### src/sv/bche_pkg.sv
// ----------------------------------------------------------------------------
// Button scanner package
// Event codes, register indexes and the per-button state word.
// ----------------------------------------------------------------------------
package bche_pkg;

    localparam int unsigned CNT_W = 16;
    localparam int unsigned EV_W  = 3;
    localparam int unsigned IDX_W = 3;
    localparam int unsigned CFG_W = 16;
    localparam int unsigned MASK_W = 8;

    localparam logic [EV_W-1:0] EV_NONE        = 3'd0;
    localparam logic [EV_W-1:0] EV_CLICK_DOWN  = 3'd1;
    localparam logic [EV_W-1:0] EV_HOLD        = 3'd2;
    localparam logic [EV_W-1:0] EV_HOLD_REPEAT = 3'd3;
    localparam logic [EV_W-1:0] EV_CLICK_UP    = 3'd4;
    localparam logic [EV_W-1:0] EV_HOLD_UP     = 3'd5;

    localparam logic [1:0] REG_PRESS_MASK    = 2'd0;
    localparam logic [1:0] REG_DOWN_COUNT    = 2'd1;
    localparam logic [1:0] REG_HOLD_COUNT    = 2'd2;
    localparam logic [1:0] REG_REPEAT_PERIOD = 2'd3;

    localparam logic [CNT_W-1:0] CNT_MAX = 16'hFFFF;

    typedef struct packed {
        logic [CNT_W-1:0] press_count;
        logic [EV_W-1:0]  last_event;
        logic [CNT_W-1:0] repeat_phase;
    } t_state;

endpackage

### src/sv/button_click_hold_event_scanner_top.sv
// ----------------------------------------------------------------------------
// Button click / hold event scanner
// Per-button press counter in a state memory; reports click, hold, repeat
// and release events, one result beat per sample beat.
// ----------------------------------------------------------------------------
// channel | direction | handshake                     | payload
// in      | input     | i_in_valid / o_in_ready       | i_button_index, i_pin_level
// out     | output    | o_out_valid / i_out_ready     | o_button_id, o_event_kind,
//         |           |                               | o_out_notify
// cfg     | input     | i_cfg_wr_en                   | i_cfg_index, i_cfg_wdata
//
// One beat per cycle when the output is not held; outputs are registered.
// The state memory read is registered; the update stage then does the update
// and write-back, forwarding the new word to a sample of that button.
// Reset loads config defaults and clears control and per-entry valid flags.
// A held output stalls the update stage and then the input.
// ----------------------------------------------------------------------------
module button_click_hold_event_scanner_top
    import bche_pkg::*;
#(
    parameter int unsigned NUM_BUTTONS = 8
) (
    input  logic             i_clk,
    input  logic             i_rst_n,
    input  logic             i_in_valid,
    output logic             o_in_ready,
    input  logic [IDX_W-1:0] i_button_index,
    input  logic             i_pin_level,
    output logic             o_out_valid,
    input  logic             i_out_ready,
    output logic [IDX_W-1:0] o_button_id,
    output logic [EV_W-1:0]  o_event_kind,
    output logic             o_out_notify,
    input  logic             i_cfg_wr_en,
    input  logic [1:0]       i_cfg_index,
    input  logic [CFG_W-1:0] i_cfg_wdata
);

    localparam int unsigned AW = (NUM_BUTTONS > 1) ? $clog2(NUM_BUTTONS) : 1;

    // configuration
    logic [MASK_W-1:0] r_mask;
    logic [CNT_W-1:0]  r_down;
    logic [CNT_W-1:0]  r_hold;
    logic [CNT_W-1:0]  r_period;

    always_ff @(posedge i_clk) begin
        if (!i_rst_n) begin
            r_mask   <= '0;
            r_down   <= 16'd5;
            r_hold   <= 16'd100;
            r_period <= '0;
        end else if (i_cfg_wr_en) begin
            case (i_cfg_index)
                REG_PRESS_MASK:    r_mask   <= i_cfg_wdata[MASK_W-1:0];
                REG_DOWN_COUNT:    r_down   <= i_cfg_wdata;
                REG_HOLD_COUNT:    r_hold   <= i_cfg_wdata;
                REG_REPEAT_PERIOD: r_period <= i_cfg_wdata;
                default: ;
            endcase
        end
    end

    // state memory and per-entry valid flags
    t_state                 mem [NUM_BUTTONS];
    logic [NUM_BUTTONS-1:0] r_vld;

    // update stage
    logic             r_s1_valid;
    logic [IDX_W-1:0] r_s1_idx;
    logic [AW-1:0]    r_s1_addr;
    logic             r_s1_in_range;
    logic             r_s1_level;
    t_state           r_rd_data;
    logic             r_rd_vld;
    t_state           r_fwd_data;
    logic             r_fwd_hit;

    // output register
    logic             r_out_valid;
    logic [IDX_W-1:0] r_out_id;
    logic [EV_W-1:0]  r_out_kind;
    logic             r_out_notify;

    logic             s1_adv;
    logic             in_acc;
    logic             in_range;
    logic [AW+IDX_W-1:0] idx_wide;
    logic [AW-1:0]    rd_addr;
    logic             fwd_hit;
    logic             wr_en;

    t_state           cur;
    t_state           st_n;
    logic             pressed;
    logic [CNT_W-1:0] cnt_inc;
    logic             cnt_adv;
    logic [CNT_W:0]   ph_inc;
    logic [CNT_W-1:0] ph_n;
    logic [EV_W-1:0]  ev;
    logic             note;

    assign s1_adv     = r_s1_valid && (!r_out_valid || i_out_ready);
    assign o_in_ready = !r_s1_valid || s1_adv;
    assign in_acc     = i_in_valid && o_in_ready;

    assign in_range = (32'(i_button_index) < NUM_BUTTONS);
    assign idx_wide = {{AW{1'b0}}, i_button_index};
    assign rd_addr  = in_range ? idx_wide[AW-1:0] : '0;
    assign wr_en    = s1_adv && r_s1_in_range;
    assign fwd_hit  = wr_en && (r_s1_idx == i_button_index);

    always_ff @(posedge i_clk) begin
        if (in_acc) begin
            r_rd_data <= mem[rd_addr];
        end
        if (wr_en) begin
            mem[r_s1_addr] <= st_n;
        end
    end

    always_ff @(posedge i_clk) begin
        if (!i_rst_n) begin
            r_vld <= '0;
        end else if (wr_en) begin
            r_vld[r_s1_addr] <= 1'b1;
        end
    end

    always_ff @(posedge i_clk) begin
        if (!i_rst_n) begin
            r_s1_valid <= 1'b0;
        end else if (in_acc) begin
            r_s1_valid <= 1'b1;
        end else if (s1_adv) begin
            r_s1_valid <= 1'b0;
        end
    end

    always_ff @(posedge i_clk) begin
        if (in_acc) begin
            r_s1_idx      <= i_button_index;
            r_s1_addr     <= rd_addr;
            r_s1_in_range <= in_range;
            r_s1_level    <= i_pin_level;
            r_rd_vld      <= r_vld[rd_addr];
            r_fwd_hit     <= fwd_hit;
            r_fwd_data    <= st_n;
        end
    end

    // read-modify-write of one button's state
    always_comb begin
        cur = r_fwd_hit ? r_fwd_data : (r_rd_vld ? r_rd_data : '0);
        pressed = (r_s1_level == r_mask[r_s1_idx]);
        cnt_adv = (cur.press_count != CNT_MAX);
        cnt_inc = cur.press_count + CNT_W'(cnt_adv);
        ph_inc  = {1'b0, cur.repeat_phase} + 17'd1;
        ph_n    = (ph_inc >= {1'b0, r_period}) ? '0 : ph_inc[CNT_W-1:0];
        ev      = EV_NONE;
        note    = 1'b0;
        st_n    = cur;
        if (pressed) begin
            st_n.press_count  = cnt_inc;
            st_n.repeat_phase = ph_n;
            if (cnt_adv && cnt_inc == r_down) begin
                ev   = EV_CLICK_DOWN;
                note = 1'b1;
            end else if (cnt_adv && cnt_inc == r_hold) begin
                ev   = EV_HOLD;
                note = 1'b1;
            end else if (cnt_inc >= r_hold) begin
                ev   = EV_HOLD_REPEAT;
                note = (r_period != '0) && (ph_n == '0);
            end
        end else begin
            st_n.press_count  = '0;
            st_n.repeat_phase = '0;
            if (cur.press_count != '0) begin
                if (cur.press_count >= r_down && cur.press_count < r_hold) begin
                    ev   = EV_CLICK_UP;
                    note = 1'b1;
                end else if (cur.press_count >= r_hold) begin
                    ev   = EV_HOLD_UP;
                    note = 1'b1;
                end
            end
        end
        if (ev != EV_NONE) begin
            st_n.last_event = ev;
        end
        if (!r_s1_in_range) begin
            ev   = EV_NONE;
            note = 1'b0;
        end
    end

    always_ff @(posedge i_clk) begin
        if (!i_rst_n) begin
            r_out_valid <= 1'b0;
        end else if (s1_adv) begin
            r_out_valid <= 1'b1;
        end else if (i_out_ready) begin
            r_out_valid <= 1'b0;
        end
    end

    always_ff @(posedge i_clk) begin
        if (s1_adv) begin
            r_out_id     <= r_s1_idx;
            r_out_kind   <= ev;
            r_out_notify <= note;
        end
    end

    assign o_out_valid  = r_out_valid;
    assign o_button_id  = r_out_id;
    assign o_event_kind = r_out_kind;
    assign o_out_notify = r_out_notify;

endmodule

### config.mk
export PLATFORM = sky130hd
export DESIGN_NAME = button_click_hold_event_scanner_top
export DESIGN_NICKNAME = d
export VERILOG_FILES = /design/src/sv/bche_pkg.sv /design/src/sv/button_click_hold_event_scanner_top.sv
export SDC_FILE = /design/constraint.sdc
export NUM_CORES = 1
export LEC_CHECK = 0
export BUFFER_PORTS_ARGS = -buffer_cell sky130_fd_sc_hd__buf_2
export CORE_MARGIN = 4
export CORE_UTILIZATION = 54
export CTS_BUF_LIST = sky130_fd_sc_hd__clkbuf_8
export CTS_CLUSTER_SIZE = 16
export DETAILED_ROUTE_END_ITERATION = 16
export HOLD_SLACK_MARGIN = 0.12
export MAX_ROUTING_LAYER = met4
export PLACE_DENSITY = 0.76
export SLEW_MARGIN = 30
export SYNTH_ARGS = -nofsm -noshare
export SYNTH_HDL_FRONTEND = slang
export SYNTH_SLANG_ARGS = --single-unit
### constraint.sdc
create_clock -name i_clk -period 6.2 [get_ports i_clk]
set_clock_uncertainty 0.1 [all_clocks]
set_input_delay 1.55 -clock i_clk [delete_from_list [all_inputs] [get_ports i_clk]]
set_output_delay 1.55 -clock i_clk [all_outputs]
set_load 0.03 [all_outputs]
### Word level (Yosys, flattened, before mapping)

Memory sizes are Yosys's and may differ from the RTL's. A register that Yosys moved wholly into a read port is not among the register bits.
Index checks and enable logic that the tools add are counted.

* register bits after elaboration: 114
* memory bits (writable): 280
* output and inout bits: 9
* logic and storage cells: 92
* memories kept: 1

* $add $sub $neg: 2
* order comparisons: 8
* equal/unequal tests: 8
* multiplexer cells: 32
* bitwise operators: 1
* reductions and logical operators: 23

Memory list
* mem: words 8, width 35, read ports 1, clocked after memory_dff 1, wr ports 1, line button_click_hold_event_scanner_top.sv:65 `t_state mem [NUM_BUTTONS];`

Operators by type and width (count)
* two-way mux 35 bit: 2
* >= comparator 16 bit: 3
* two-way mux 16 bit: 3
* == test 16 bit: 2
* nonzero test 16 bit: 2
* adder 16 x 1 -> 17 bit (second input constant): 1
* >= comparator 17 x 16 -> 1 bit: 1
* adder 16 x 1 -> 16 bit: 1
* logical NOT 16 bit: 1
* < comparator 16 bit: 1
* two-way mux 1 bit: 16
* inequality test 16 bit (second input constant): 1
* two-way mux 3 bit: 5
* logical AND 1 bit: 8
* < comparator 3 x 4 -> 1 bit (second input constant): 2
* OR 8 bit: 1
* AND reduction 2 bit: 4
* binary-select mux 1 bit (select 3 bit): 2
* two-way mux 2 bit: 3
* == test 2 bit (second input constant): 2
* nonzero test 2 bit: 2
* demux 1 bit (select 3 bit): 1
* == test 3 bit: 1
* >= comparator 3 x 1 -> 1 bit (second input constant): 1
* 6 further kinds: 8

### Logic depth before layout (Yosys ltp)

Gate-level depths: netlist (run 1).

* word-level depth: 11
* gate-level depth with buffers: 22
* mapped depth without buffers: 20

### Least setup slack after synthesis (run 1)

Ideal clock, no wire load.

* kind: input to register
* start point: in i_out_ready
* end point: mem mem[0][0] (netlist name), enable pin
* arrival: 4962 ps
* path slack: 633 ps
* stages on the path: 3
* path buffers: 0
* cells stage by stage: nor2b_1 nand2b_1 nor4_1

* cells in the longest elaborated chain, start to end: 4

RTL lines
* start, declared: line button_click_hold_event_scanner_top.sv:30 `input logic i_out_ready,`
* logical OR 1 bit: line button_click_hold_event_scanner_top.sv:103 `assign s1_adv = r_s1_valid && (!r_out_valid || i_out_ready);`
* logical AND 1 bit: line button_click_hold_event_scanner_top.sv:103
* two-way mux 1 bit: line button_click_hold_event_scanner_top.sv:117 `if (wr_en) begin`
* two-way mux 1 bit (not written as such): line button_click_hold_event_scanner_top.sv:118 `mem[r_s1_addr] <= st_n;`
* end, declared: line button_click_hold_event_scanner_top.sv:65

Every way passes these cells.

### Worst setup path in the final report (run 1)

* start point: reg r_rd_vld
* end point: reg r_out_notify, in the netlist o_out_notify, data pin

* cells in the longest elaborated chain, start to end: 11
* elaborated cells on any way between the ends: 26
* classes of those cells: add/sub: 2; order compare: 5; eq/ne: 3; mux: 10; reduce/logical: 6

RTL lines
* start, declared: line button_click_hold_event_scanner_top.sv:75 `logic r_rd_vld;`
* start signal, assigned: line button_click_hold_event_scanner_top.sv:146 `r_rd_vld <= r_vld[rd_addr];`
* two-way mux 35 bit (*) (2 in a row): line button_click_hold_event_scanner_top.sv:154 `cur = r_fwd_hit ? r_fwd_data : (r_rd_vld ? r_rd_data : '0);`
* adder 16 x 1 -> 17 bit: line button_click_hold_event_scanner_top.sv:158 `ph_inc = {1'b0, cur.repeat_phase} + 17'd1;`
* >= comparator 17 x 16 -> 1 bit: line button_click_hold_event_scanner_top.sv:159 `ph_n = (ph_inc >= {1'b0, r_period}) ? '0 : ph_inc[CNT_W-1:0];`
* two-way mux 16 bit: line button_click_hold_event_scanner_top.sv:159
* logical NOT 16 bit: line button_click_hold_event_scanner_top.sv:174 `note = (r_period != '0) && (ph_n == '0);`
* logical AND 1 bit: line button_click_hold_event_scanner_top.sv:174
* two-way mux 1 bit: line button_click_hold_event_scanner_top.sv:172 `end else if (cnt_inc >= r_hold) begin`
* two-way mux 1 bit: line button_click_hold_event_scanner_top.sv:169 `end else if (cnt_adv && cnt_inc == r_hold) begin`
* two-way mux 1 bit: line button_click_hold_event_scanner_top.sv:166 `if (cnt_adv && cnt_inc == r_down) begin`
* two-way mux 1 bit (*): line button_click_hold_event_scanner_top.sv:163 `if (pressed) begin`
* end signal, assigned: line button_click_hold_event_scanner_top.sv:212 `r_out_notify <= note;`
* end, declared: line button_click_hold_event_scanner_top.sv:83 `logic r_out_notify;`

Every way passes the cells marked *; elsewhere a longest branch is shown, timed or not.
A chain may end at the register's enable or synchronous reset.

==> run_summary.xml, run 1 <==
<?xml version="1.0" encoding="UTF-8"?>
<metrics>
  <group name="global_routing">
    <metric name="largest_net_degree_at_the_start_of_global_routing" unit="">67</metric>
    <metric name="grt.overflow.total" unit="">0</metric>
    <metric name="grt_first_pass_wirelength" unit="um">63690</metric>
    <metric name="grt_antenna_before_repair" unit="">0</metric>
    <metric name="grt_use_total" unit="%">23.46</metric>
    <metric name="grt_pass1_vias" unit="">11090</metric>
  </group>
  <group name="route">
    <metric name="residual_drc_count" unit="">0</metric>
    <metric name="viasPerCell" unit="">5.976</metric>
    <metric name="route.detailed.wl_per_inst" unit="um">22.11</metric>
    <metric name="ant_nets" unit="">0</metric>
    <metric name="dr_total_vias" unit="">11000</metric>
    <metric name="wirelength" unit="um">40690</metric>
    <metric name="firstDrtPassIters" unit="">6</metric>
    <metric name="drtIter0Drc" unit="">987</metric>
  </group>
  <group name="yosys">
    <metric name="synth_compound_gate_area_share" unit="%">7.148</metric>
    <metric name="yosys_reg_bits" unit="">399</metric>
    <metric name="synth_area_per_cell" unit="um2">14.13</metric>
    <metric name="post_synth_xor_area_fraction" unit="%">2.049</metric>
    <metric name="synth_area_leaders" unit="">sky130_fd_sc_hd__edfxtp_1 (56%), sky130_fd_sc_hd__mux4_2 (8.3%), sky130_fd_sc_hd__dfxtp_1 (7.3%)</metric>
    <metric name="synthesis.nets" unit="">1369</metric>
    <metric name="ys_dominant_reg_cell" unit="">sky130_fd_sc_hd__edfxtp_1</metric>
    <metric name="postSynth.asyncResetShare" unit="%">0</metric>
    <metric name="main_combinational_cell_family_by_area_after_synthesis" unit="">multiplexers</metric>
    <metric name="synthAdderAreaFrac" unit="%">4.654</metric>
    <metric name="synth.mux.area_fraction" unit="%">10.93</metric>
    <metric name="simple_gate_portion_of_the_synthesized_area" unit="%">9.719</metric>
    <metric name="synth-edff-count" unit="">333</metric>
    <metric name="syn_area" unit="um2">18010</metric>
    <metric name="synth_cells" unit="">1275</metric>
    <metric name="synth-seq-area-share" unit="%">62.86</metric>
    <metric name="synth_cell_types" unit="">63</metric>
    <metric name="synth.largest_area_cell" unit="">sky130_fd_sc_hd__edfxtp_1</metric>
    <metric name="synthesis.yosys.warnings" unit="">0</metric>
    <metric name="synth_top_area_share" unit="%">55.52</metric>
  </group>
  <group name="critical_path">
    <metric name="worst-endpoint-required" unit="ns">6.59</metric>
    <metric name="timing.critical_path.fanout_max" unit="">17</metric>
    <metric name="path_cells" unit="">nor2b_1, buf_4, a22oi_2, inv_1, nand3_1, nand4b_1, ha_1, ha_1, inv_1, a221oi_1, nand3_1, xnor2_1, ha_1, nand2_1, nor3_1, nand4_1, o211ai_1, nand3b_1, or4_1, nor3_1, a211o_1</metric>
    <metric name="path_common_cell" unit="">sky130_fd_sc_hd__ha_1</metric>
    <metric name="cp.buffers_inverters" unit="">3</metric>
    <metric name="slowest_delay" unit="ns">0.60</metric>
    <metric name="critical_path_arrival" unit="ns">6.11</metric>
    <metric name="critical_path.top_delay_family" unit="">simple AND/OR/NAND/NOR gates</metric>
    <metric name="worst-setup-path-type" unit="">reg2reg</metric>
    <metric name="setup.worst_path.end_class" unit="">flop</metric>
    <metric name="timing.critical_path.from_type" unit="">flop</metric>
    <metric name="critical_path.slowest_cell" unit="">sky130_fd_sc_hd__a221oi_1</metric>
  </group>
  <group name="run">
    <metric name="maxCapViolCount" unit="">0</metric>
  </group>
  <group name="floorplan">
    <metric name="fp.dieArea" unit="um2">36340</metric>
    <metric name="coreArea" unit="um2">32700</metric>
    <metric name="floorplan.io_pins" unit="">36</metric>
    <metric name="core.rowCount" unit="">66</metric>
    <metric name="initial_core_util" unit="%">55.08</metric>
    <metric name="die_width" unit="um">190.6</metric>
    <metric name="die_y" unit="um">190.6</metric>
  </group>
  <group name="timing">
    <metric name="finalHoldViolCount" unit="">0</metric>
    <metric name="unrepaired_setup_endpoints_after_global_routing" unit="">no</metric>
    <metric name="highest_attainable_clock_frequency" unit="MHz">174.7</metric>
    <metric name="setup_violations" unit="">0</metric>
    <metric name="report.final.slew_viol_count" unit="">0</metric>
    <metric name="worst_slew_margin_rel" unit="%">41.95</metric>
    <metric name="setup_total_negative_slack" unit="ns">0</metric>
    <metric name="min_period_over_period" unit="%">92.33</metric>
    <metric name="finalCriticalPeriod" unit="ns">5.724</metric>
    <metric name="worstMarginPinSlew" unit="ns">0.8616</metric>
  </group>
  <group name="cells_and_area">
    <metric name="fin_area" unit="um2">19950</metric>
    <metric name="fin_nets" unit="">1440</metric>
    <metric name="final_layout_size_suffix_gt1_share" unit="%">18.31</metric>
    <metric name="syn2layout_area_growth" unit="%">10.79</metric>
    <metric name="antenna_diodes" unit="">0</metric>
  </group>
  <group name="clocking">
    <metric name="cts-buffers-inserted" unit="">60</metric>
    <metric name="path_clk_slew" unit="ns">0.07</metric>
    <metric name="clock_tree.htree_level_count" unit="">2</metric>
    <metric name="cts_hold_repair.buffers" unit="">0</metric>
    <metric name="clockRootBuffer" unit="">sky130_fd_sc_hd__clkbuf_8</metric>
    <metric name="cts.repair_timing.setup_buffer_count" unit="">0</metric>
    <metric name="clock_tree.buffer_depth" unit="">3</metric>
    <metric name="tritoncts_num_sinks" unit="">399</metric>
    <metric name="clock_latency" unit="ns">0.64</metric>
    <metric name="tritoncts_clock_tree" unit="">built</metric>
    <metric name="post_cts_repair_resize_count" unit="">0</metric>
  </group>
  <group name="power_and_ir_drop">
    <metric name="power-per-cell-area" unit="nW/um2">279.1</metric>
    <metric name="p_leak" unit="nW">7.044</metric>
    <metric name="peakVddDrop" unit="uV">156.5</metric>
  </group>
  <group name="place">
    <metric name="place.port_buffers" unit="">35</metric>
    <metric name="finalWeightedCongestion" unit="">0.9467</metric>
    <metric name="placedInstanceArea" unit="um2">18830</metric>
    <metric name="place_hpwl" unit="um">27510</metric>
  </group>
  <group name="hold_path">
    <metric name="hold_path_class" unit="">reg2reg</metric>
  </group>
  <group name="status">
    <metric name="run_status" unit="">completed</metric>
  </group>
</metrics>
area by class of cell:
| type | instances | area [um2] |
|---|---|---|
| Fill cell | 2483 | 12750 |
| Clock buffer | 64 | 880.8 |
| Timing Repair Buffer | 62 | 419.2 |
| Inverter | 68 | 255.2 |
| Clock inverter | 50 | 240.2 |
| Multi-Input combinational cell | 755 | 6285 |
| Tap cell | 442 | 553.0 |
| Sequential cell | 399 | 11320 |
path summary, 6_finish.rpt:
| check | start | end | slack [ns] | cells past startpoint |
|---|---|---|---|---|
| setup / recovery | r_rd_vld | o_out_notify | 0.48 | 21 |
| setup reg to reg | r_rd_vld | o_out_notify | 0.48 | 21 |
| hold reg to reg | r_down[4] | r_down[4] | 0.37 | 2 |
| hold / removal | r_down[4] | r_down[4] | 0.37 | 2 |
metrics by stage:
stage / util (%) / hold WS [ns] / total power, mW / worst slack [ns] / cells
floorplan: - / 0.3244 / 3.468 / 0.6334 / 1275
global placement: 57.43 / 0.3417 / 3.635 / 0.6993 / 1725
detailed placement: 57.57 / 0.3538 / 3.648 / 0.6153 / 1726
CTS: 61.00 / 0.3702 / 5.605 / 0.5434 / 1840
global route: 61.02 / 0.3836 / 5.808 / 0.03964 / 1840
finish: 61.02 / 0.3671 / 5.569 / 0.4758 / 1840
cells by family (layout without fill, tap and decap cells):
kind of cell / Yosys count / count (layout)
AOI/OAI and AO/OA: 184 / 184
xor gates and xnor gates: 39 / 39
adders and majority gates: 67 / 67
buffers and inverters: 121 / 244
DFF: 399 / 399
muxes: 110 / 110
and+or+nand+nor: 355 / 355
placed cells by master, fill, tap and decap left out, types with 8 or more instances in the layout:
master	count
sky130_fd_sc_hd__edfxtp_1	333
sky130_fd_sc_hd__nand2_1	148
sky130_fd_sc_hd__inv_1	90
sky130_fd_sc_hd__ha_1	67
sky130_fd_sc_hd__mux4_2	66
sky130_fd_sc_hd__dfxtp_1	66
sky130_fd_sc_hd__clkbuf_8	64
sky130_fd_sc_hd__a21boi_0	44
sky130_fd_sc_hd__nor2_1	37
sky130_fd_sc_hd__mux2_2	34
sky130_fd_sc_hd__buf_2	33
sky130_fd_sc_hd__a21oi_1	31
sky130_fd_sc_hd__nand3_1	29
sky130_fd_sc_hd__buf_4	26
sky130_fd_sc_hd__nor2b_1	25
sky130_fd_sc_hd__xnor2_1	25
sky130_fd_sc_hd__nand4_1	23
sky130_fd_sc_hd__o21ai_0	22
sky130_fd_sc_hd__clkinv_1	16
sky130_fd_sc_hd__nor3_1	15
sky130_fd_sc_hd__and3_1	15
sky130_fd_sc_hd__a22oi_1	14
sky130_fd_sc_hd__o21a_1	13
sky130_fd_sc_hd__xor2_1	12
sky130_fd_sc_hd__mux2i_1	10
sky130_fd_sc_hd__nor4_1	10
sky130_fd_sc_hd__a21o_1	9
sky130_fd_sc_hd__clkinv_2	9
sky130_fd_sc_hd__nand4b_1	8
sky130_fd_sc_hd__o211ai_1	8
sequential cells by signal (all words and copies together), names as in the netlist, 8 cells and up:
register,cells
r_fwd_data,32
r_down,16
r_rd_data,32
mem,256
r_period,16
r_mask,8
r_hold,16
r_vld,8
synth_stat cells (all sizes together) (10+ instances only):
| master | instances |
|---|---|
| a21oi | 31 |
| mux2i | 10 |
| nand3 | 29 |
| nand2 | 148 |
| nor2 | 40 |
| ha | 67 |
| mux4 | 66 |
| o21a | 13 |
| nor4 | 11 |
| mux2 | 34 |
| a21boi | 44 |
| xor2 | 12 |
| dfxtp | 66 |
| nor2b | 25 |
| buf | 16 |
| xnor2 | 25 |
| and3 | 15 |
| a22oi | 15 |
| nor3 | 21 |
| edfxtp | 333 |
| inv | 68 |
| clkbuf | 37 |
| nand4 | 23 |
| o21ai | 23 |
power by group:
group / internal [mW] / leakage (nW) / switching (mW)
Combinational: 0.212 / 2.72 / 0.341
Clock: 0.967 / 0.662 / 1.00
Sequential: 3.00 / 3.66 / 0.0434
Total: 4.18 / 7.04 / 1.39
worst register-to-register path, cell delays in order (launching register included):
cell	delay (ns)
sky130_fd_sc_hd__edfxtp_1	0.59
sky130_fd_sc_hd__nor2b_1	0.22
sky130_fd_sc_hd__buf_4	0.20
sky130_fd_sc_hd__a22oi_2	0.22
sky130_fd_sc_hd__inv_1	0.18
sky130_fd_sc_hd__nand3_1	0.16
sky130_fd_sc_hd__nand4b_1	0.18
sky130_fd_sc_hd__ha_1	0.20
sky130_fd_sc_hd__ha_1	0.29
sky130_fd_sc_hd__inv_1	0.08
sky130_fd_sc_hd__a221oi_1	0.60
sky130_fd_sc_hd__nand3_1	0.27
sky130_fd_sc_hd__xnor2_1	0.20
sky130_fd_sc_hd__ha_1	0.28
sky130_fd_sc_hd__nand2_1	0.06
sky130_fd_sc_hd__nor3_1	0.30
sky130_fd_sc_hd__nand4_1	0.19
sky130_fd_sc_hd__o211ai_1	0.27
sky130_fd_sc_hd__nand3b_1	0.14
sky130_fd_sc_hd__or4_1	0.52
sky130_fd_sc_hd__nor3_1	0.18
sky130_fd_sc_hd__a211o_1	0.13
metal layers:
metal  vias to the layer above  GRT usage, %  wire (um)
met4                         0         6.243        803
met3                        62         3.607       2635
met5                         -             -          0
met2                       357         35.87      19070
li1                       5027             -          -
met1                      5549         33.53      18180
Note: power is estimated with default switching activity, not from simulation.
==> inputs of run 2 (changes only) <==
--- a/config.mk
+++ b/config.mk
@@ -8,7 +8,7 @@
 export BUFFER_PORTS_ARGS = -buffer_cell sky130_fd_sc_hd__buf_2
 export CORE_MARGIN = 4
 export CORE_UTILIZATION = 54
-export CTS_BUF_LIST = sky130_fd_sc_hd__clkbuf_8
+export CTS_CLUSTER_DIAMETER = 100
 export CTS_CLUSTER_SIZE = 16
 export DETAILED_ROUTE_END_ITERATION = 16
 export HOLD_SLACK_MARGIN = 0.12
==> run 2 against run 1 <==
Effect of this change: global-route usage decreased by 0.36 points; total power decreased by 4.4%; worst hold slack improved by 0.0032 ns; core utilization is 0.93 points lower; combinational power about the same; die area unchanged; via count fell by 1.0%; critical endpoint unchanged.
==> run_summary.xml, run 2 (same netlist as run 1, synthesis figures left out) <==
<?xml version="1.0" encoding="UTF-8"?>
<metrics>
  <group name="floorplan">
    <metric name="core.rowCount" unit="">66</metric>
    <metric name="floorplan.io_pins" unit="">36</metric>
    <metric name="die_y" unit="um">190.6</metric>
    <metric name="die_width" unit="um">190.6</metric>
    <metric name="coreArea" unit="um2">32700</metric>
    <metric name="initial_core_util" unit="%">55.08</metric>
    <metric name="fp.dieArea" unit="um2">36340</metric>
  </group>
  <group name="critical_path">
    <metric name="cp.buffers_inverters" unit="">3</metric>
    <metric name="critical_path.top_delay_family" unit="">simple AND/OR/NAND/NOR gates</metric>
    <metric name="worst-endpoint-required" unit="ns">6.53</metric>
    <metric name="critical_path_arrival" unit="ns">6.05</metric>
    <metric name="critical_path.slowest_cell" unit="">sky130_fd_sc_hd__edfxtp_1</metric>
    <metric name="path_cells" unit="">nor2b_1, buf_4, a22oi_2, inv_1, nand3_1, nand4b_1, ha_1, ha_1, inv_1, a221oi_1, nand3_1, xnor2_1, ha_1, nand2_1, nor3_1, nand4_1, o211ai_1, nand3b_1, or4_1, nor3_1, a211o_1</metric>
    <metric name="timing.critical_path.fanout_max" unit="">17</metric>
    <metric name="slowest_delay" unit="ns">0.60</metric>
    <metric name="path_common_cell" unit="">sky130_fd_sc_hd__ha_1</metric>
    <metric name="setup.worst_path.end_class" unit="">flop</metric>
    <metric name="timing.critical_path.from_type" unit="">flop</metric>
    <metric name="worst-setup-path-type" unit="">reg2reg</metric>
  </group>
  <group name="route">
    <metric name="viasPerCell" unit="">6.121</metric>
    <metric name="wirelength" unit="um">40260</metric>
    <metric name="route.detailed.wl_per_inst" unit="um">22.64</metric>
    <metric name="drtIter0Drc" unit="">1075</metric>
    <metric name="dr_total_vias" unit="">10880</metric>
    <metric name="ant_nets" unit="">0</metric>
    <metric name="residual_drc_count" unit="">0</metric>
    <metric name="firstDrtPassIters" unit="">8</metric>
  </group>
  <group name="clocking">
    <metric name="clock_tree.buffer_depth" unit="">3</metric>
    <metric name="tritoncts_clock_tree" unit="">built</metric>
    <metric name="post_cts_repair_resize_count" unit="">0</metric>
    <metric name="cts_hold_repair.buffers" unit="">0</metric>
    <metric name="clockRootBuffer" unit="">sky130_fd_sc_hd__clkbuf_16</metric>
    <metric name="clock_tree.htree_level_count" unit="">1</metric>
    <metric name="tritoncts_num_sinks" unit="">399</metric>
    <metric name="cts.repair_timing.setup_buffer_count" unit="">0</metric>
    <metric name="path_clk_slew" unit="ns">0.08</metric>
    <metric name="clock_latency" unit="ns">0.57</metric>
    <metric name="cts-buffers-inserted" unit="">28</metric>
  </group>
  <group name="timing">
    <metric name="setup_total_negative_slack" unit="ns">0</metric>
    <metric name="worstMarginPinSlew" unit="ns">0.8744</metric>
    <metric name="report.final.slew_viol_count" unit="">0</metric>
    <metric name="finalHoldViolCount" unit="">0</metric>
    <metric name="worst_slew_margin_rel" unit="%">41.71</metric>
    <metric name="min_period_over_period" unit="%">92.20</metric>
    <metric name="unrepaired_setup_endpoints_after_global_routing" unit="">no</metric>
    <metric name="setup_violations" unit="">0</metric>
    <metric name="highest_attainable_clock_frequency" unit="MHz">174.9</metric>
    <metric name="finalCriticalPeriod" unit="ns">5.717</metric>
  </group>
  <group name="cells_and_area">
    <metric name="antenna_diodes" unit="">0</metric>
    <metric name="syn2layout_area_growth" unit="%">9.100</metric>
    <metric name="fin_area" unit="um2">19650</metric>
    <metric name="layout_common_cells" unit="">sky130_fd_sc_hd__edfxtp_1 (333), sky130_fd_sc_hd__nand2_1 (148), sky130_fd_sc_hd__inv_1 (68)</metric>
    <metric name="registers.top_by_ff_count" unit="">mem</metric>
    <metric name="fin_nets" unit="">1408</metric>
    <metric name="final_layout_size_suffix_gt1_share" unit="%">15.72</metric>
    <metric name="largest_registers" unit="">mem: 256 flops, r_fwd_data: 32 flops, r_rd_data: 32 flops</metric>
    <metric name="largest_register_ff_count" unit="">256</metric>
    <metric name="layout.cells.most_common" unit="">sky130_fd_sc_hd__edfxtp_1</metric>
  </group>
  <group name="place">
    <metric name="placedInstanceArea" unit="um2">18830</metric>
    <metric name="finalWeightedCongestion" unit="">0.9467</metric>
    <metric name="place.port_buffers" unit="">35</metric>
    <metric name="place_hpwl" unit="um">27510</metric>
  </group>
  <group name="run">
    <metric name="maxCapViolCount" unit="">0</metric>
  </group>
  <group name="global_routing">
    <metric name="grt_pass1_vias" unit="">10750</metric>
    <metric name="met2_usage" unit="%">36.13</metric>
    <metric name="largest_net_degree_at_the_start_of_global_routing" unit="">67</metric>
    <metric name="global_route.usage.met3" unit="%">2.270</metric>
    <metric name="grtUsageMet1" unit="%">33.90</metric>
    <metric name="grt_use_total" unit="%">23.10</metric>
    <metric name="grt_first_pass_wirelength" unit="um">63020</metric>
    <metric name="grt_antenna_before_repair" unit="">0</metric>
    <metric name="grt-busiest-layer" unit="">met2</metric>
    <metric name="grt.overflow.total" unit="">0</metric>
  </group>
  <group name="power_and_ir_drop">
    <metric name="p_leak" unit="nW">6.773</metric>
    <metric name="power-per-cell-area" unit="nW/um2">270.9</metric>
    <metric name="peakVddDrop" unit="uV">208.0</metric>
  </group>
  <group name="hold_path">
    <metric name="hold_path_class" unit="">reg2reg</metric>
  </group>
  <group name="status">
    <metric name="run_status" unit="">completed</metric>
  </group>
</metrics>
==> run 2: cell type report <==
type	instances	area [um2]
fillers	2522	13050
clock buffers	50	783.3
inverters	68	255.2
clock inverters	2	33.78
well taps	442	553.0
flip-flops and latches	399	11320
repair buffers	62	419.2
multi-input cells	755	6285
==> run 2: worst min-delay path, delay by kind of cell, from the launching register on <==
| kind | cells | cell delay (ns) |
|---|---|---|
| flops | 1 | 0.31 |
| compound gates | 1 | 0.06 |
| simple gates | 1 | 0.05 |
==> run 2: metrics by stage <==
step / setup slack (ns) / hold slack [ns] / power (mW) / util (%) / std cells
after floorplan: 0.6334 / 0.3244 / 3.468 / - / 1275
after global placement: 0.6993 / 0.3417 / 3.635 / 57.43 / 1725
after detailed placement: 0.6153 / 0.3538 / 3.648 / 57.57 / 1726
after CTS: 0.5613 / 0.3708 / 5.352 / 60.07 / 1778
after global routing: 0.04737 / 0.3812 / 5.540 / 60.09 / 1778
final: 0.4834 / 0.3704 / 5.324 / 60.09 / 1778
==> run 2: final timing paths <==
kind                                 from  slack (ns)           end  cells past startpoint
worst min register to register  r_down[4]        0.37     r_down[4]                      2
worst max-delay path             r_rd_vld        0.48  o_out_notify                     21
worst max register to register   r_rd_vld        0.48  o_out_notify                     21
worst min-delay path            r_down[4]        0.37     r_down[4]                      2
==> run 2: metal layers <==
layer | vias to the layer above | part of all wire, %
li1 | 4928 | -
met1 | 5532 | 45
met2 | 373 | 47
met3 | 50 | 6.3
met4 | 0 | 1.8
met5 | - | 0
==> run 2: power by group <==
part	internal, mW	switching (mW)
Sequential	3.00	0.0434
Clock	0.875	0.854
Combinational	0.212	0.340
==> inputs of run 3 (changes only) <==
==> constraint.sdc (replaced) <==
create_clock -name i_clk -period 7.35 [get_ports i_clk]
set_clock_uncertainty 0.1 [all_clocks]
set_input_delay 1.8375 -clock i_clk [delete_from_list [all_inputs] [get_ports i_clk]]
set_output_delay 1.8375 -clock i_clk [all_outputs]
set_load 0.03 [all_outputs]
==> run 3 against run 2 <==
Effect of this change: first-iteration DRC count grew 4.7%; combinational power down 16%; sequential share of layout area grew 0.13 points; global-route usage is 0.54 points higher.
==> run_summary.xml, run 3 (same netlist as run 1, synthesis figures left out) <==
<?xml version="1.0" encoding="UTF-8"?>
<metrics>
  <group name="hold_path">
    <metric name="hold_path_class" unit="">reg2reg</metric>
  </group>
  <group name="critical_path">
    <metric name="worst-setup-path-type" unit="">reg2reg</metric>
    <metric name="critical_path_arrival" unit="ns">5.94</metric>
    <metric name="timing.critical_path.from_type" unit="">flop</metric>
    <metric name="worst-endpoint-required" unit="ns">7.69</metric>
    <metric name="timing.critical_path.fanout_max" unit="">20</metric>
    <metric name="setup.worst_path.end_class" unit="">flop</metric>
  </group>
  <group name="timing">
    <metric name="report.final.slew_viol_count" unit="">0</metric>
    <metric name="worstMarginPinSlew" unit="ns">0.9959</metric>
    <metric name="setup_violations" unit="">0</metric>
    <metric name="unrepaired_setup_endpoints_after_global_routing" unit="">no</metric>
    <metric name="worst_slew_margin_rel" unit="%">32.90</metric>
    <metric name="finalHoldViolCount" unit="">0</metric>
    <metric name="min_period_over_period" unit="%">76.12</metric>
    <metric name="highest_attainable_clock_frequency" unit="MHz">178.7</metric>
    <metric name="finalCriticalPeriod" unit="ns">5.595</metric>
    <metric name="setup_total_negative_slack" unit="ns">0</metric>
  </group>
  <group name="power_and_ir_drop">
    <metric name="p_leak" unit="nW">6.746</metric>
    <metric name="peakVddDrop" unit="uV">165.8</metric>
    <metric name="power-per-cell-area" unit="nW/um2">230.2</metric>
  </group>
  <group name="floorplan">
    <metric name="die_y" unit="um">190.6</metric>
    <metric name="initial_core_util" unit="%">55.08</metric>
    <metric name="coreArea" unit="um2">32700</metric>
    <metric name="fp.dieArea" unit="um2">36340</metric>
    <metric name="die_width" unit="um">190.6</metric>
    <metric name="core.rowCount" unit="">66</metric>
    <metric name="floorplan.io_pins" unit="">36</metric>
  </group>
  <group name="route">
    <metric name="drtIter0Drc" unit="">1126</metric>
    <metric name="dr_total_vias" unit="">10910</metric>
    <metric name="route.detailed.wl_per_inst" unit="um">23.48</metric>
    <metric name="ant_nets" unit="">0</metric>
    <metric name="firstDrtPassIters" unit="">6</metric>
    <metric name="residual_drc_count" unit="">0</metric>
    <metric name="wirelength" unit="um">41640</metric>
    <metric name="viasPerCell" unit="">6.154</metric>
  </group>
  <group name="clocking">
    <metric name="clock_tree.buffer_depth" unit="">3</metric>
    <metric name="cts-buffers-inserted" unit="">28</metric>
    <metric name="tritoncts_num_sinks" unit="">399</metric>
    <metric name="clockRootBuffer" unit="">sky130_fd_sc_hd__clkbuf_16</metric>
    <metric name="clock_latency" unit="ns">0.57</metric>
    <metric name="cts.repair_timing.setup_buffer_count" unit="">0</metric>
    <metric name="clock_tree.htree_level_count" unit="">1</metric>
    <metric name="post_cts_repair_resize_count" unit="">0</metric>
    <metric name="tritoncts_clock_tree" unit="">built</metric>
    <metric name="cts_hold_repair.buffers" unit="">0</metric>
    <metric name="path_clk_slew" unit="ns">0.08</metric>
  </group>
  <group name="global_routing">
    <metric name="grt.overflow.total" unit="">0</metric>
    <metric name="met2_usage" unit="%">35.79</metric>
    <metric name="grt_first_pass_wirelength" unit="um">64200</metric>
    <metric name="grtUsageMet1" unit="%">34.13</metric>
    <metric name="largest_net_degree_at_the_start_of_global_routing" unit="">71</metric>
    <metric name="grt_antenna_before_repair" unit="">1</metric>
    <metric name="grt_pass1_vias" unit="">10830</metric>
    <metric name="global_route.usage.met3" unit="%">3.900</metric>
    <metric name="grt-busiest-layer" unit="">met2</metric>
    <metric name="grt_use_total" unit="%">23.63</metric>
  </group>
  <group name="place">
    <metric name="place_inst" unit="">1719</metric>
    <metric name="place.port_buffers" unit="">35</metric>
    <metric name="finalWeightedCongestion" unit="">0.9938</metric>
    <metric name="place_hpwl" unit="um">27300</metric>
  </group>
  <group name="cells_and_area">
    <metric name="finalNonFillerCells" unit="">1773</metric>
    <metric name="syn2layout_area_growth" unit="%">8.851</metric>
    <metric name="largest_registers" unit="">mem: 256 flops, r_fwd_data: 32 flops, r_rd_data: 32 flops</metric>
    <metric name="num-fill-cells" unit="">2475</metric>
    <metric name="fin_nets" unit="">1402</metric>
    <metric name="final_layout_size_suffix_gt1_share" unit="%">15.49</metric>
    <metric name="largest_register_ff_count" unit="">256</metric>
    <metric name="layout.cells.most_common" unit="">sky130_fd_sc_hd__edfxtp_1</metric>
    <metric name="layout_common_cells" unit="">sky130_fd_sc_hd__edfxtp_1 (333), sky130_fd_sc_hd__nand2_1 (148), sky130_fd_sc_hd__inv_1 (68)</metric>
    <metric name="registers.top_by_ff_count" unit="">mem</metric>
  </group>
  <group name="run">
    <metric name="maxCapViolCount" unit="">0</metric>
  </group>
  <group name="status">
    <metric name="run_status" unit="">completed</metric>
  </group>
</metrics>
## run 3: report_power, final
group | total (mW) | internal (mW) | switching (mW) | leakage [nW]
clock network | 1.48 | 0.756 | 0.724 | 0.396
logic | 0.464 | 0.176 | 0.287 | 2.69
registers | 2.57 | 2.53 | 0.0396 | 3.66
total | 4.51 | 3.46 | 1.05 | 6.75
## run 3: final timing paths
check | slack [ns] | to | from | cells after the start
worst min register to register | 0.37 | r_vld[2] | r_vld[2] | 1
worst min-delay path | 0.37 | r_vld[2] | r_vld[2] | 1
worst max register to register | 1.76 | o_out_notify | r_fwd_hit | 20
worst max-delay path | 1.76 | o_out_notify | r_fwd_hit | 20
## run 3: cell type report
class                           instances  area [um2]  share of cell area [%]
Antenna cell                            1       2.502                 0.01276
Clock inverter                          1       17.52                 0.08935
Tap cell                              442       553.0                   2.821
Timing Repair Buffer                   56       362.8                   1.851
Multi-Input combinational cell        755        6285                   32.06
Inverter                               68       255.2                   1.302
Clock buffer                           51       808.3                   4.123
Sequential cell                       399       11320                   57.74
## run 3: routing by layer
layer	vias to the layer above	part of all wire, %
li1	4919	-
met1	5454	44
met2	462	46
met3	76	7.5
met4	0	2.6
met5	-	0
## run 3: stage by stage
stage / cell area, um2 / util, % / setup WS, ns / hold WS, ns / total power [mW]
after floorplan: 18010 / - / 1.496 / 0.3244 / 2.926
after global routing: 19610 / 59.95 / 1.262 / 0.3866 / 4.687
after detailed placement: 18730 / 57.28 / 1.832 / 0.3529 / 3.073
final: 19610 / 59.95 / 1.755 / 0.3691 / 4.513
after CTS: 19560 / 59.80 / 1.790 / 0.3693 / 4.536
after global placement: 18720 / 57.25 / 2.076 / 0.3427 / 3.061
## run 3: critical path, cell delays in order (launching register included)
cell and delay, ns:
sky130_fd_sc_hd__edfxtp_1 0.66, sky130_fd_sc_hd__nor2b_1 0.17, sky130_fd_sc_hd__buf_4 0.24, sky130_fd_sc_hd__a22oi_1 0.38
sky130_fd_sc_hd__nor3_1 0.10, sky130_fd_sc_hd__nand4b_1 0.15, sky130_fd_sc_hd__ha_1 0.19, sky130_fd_sc_hd__ha_1 0.29
sky130_fd_sc_hd__inv_1 0.09, sky130_fd_sc_hd__a221oi_1 0.54, sky130_fd_sc_hd__nand3_1 0.26, sky130_fd_sc_hd__xnor2_1 0.19
sky130_fd_sc_hd__ha_1 0.28, sky130_fd_sc_hd__nand2_1 0.06, sky130_fd_sc_hd__nor3_1 0.27, sky130_fd_sc_hd__nand4_1 0.18
sky130_fd_sc_hd__o211ai_1 0.31, sky130_fd_sc_hd__nand3b_1 0.18, sky130_fd_sc_hd__or4_1 0.52, sky130_fd_sc_hd__nor3_1 0.19
sky130_fd_sc_hd__a211o_1 0.13
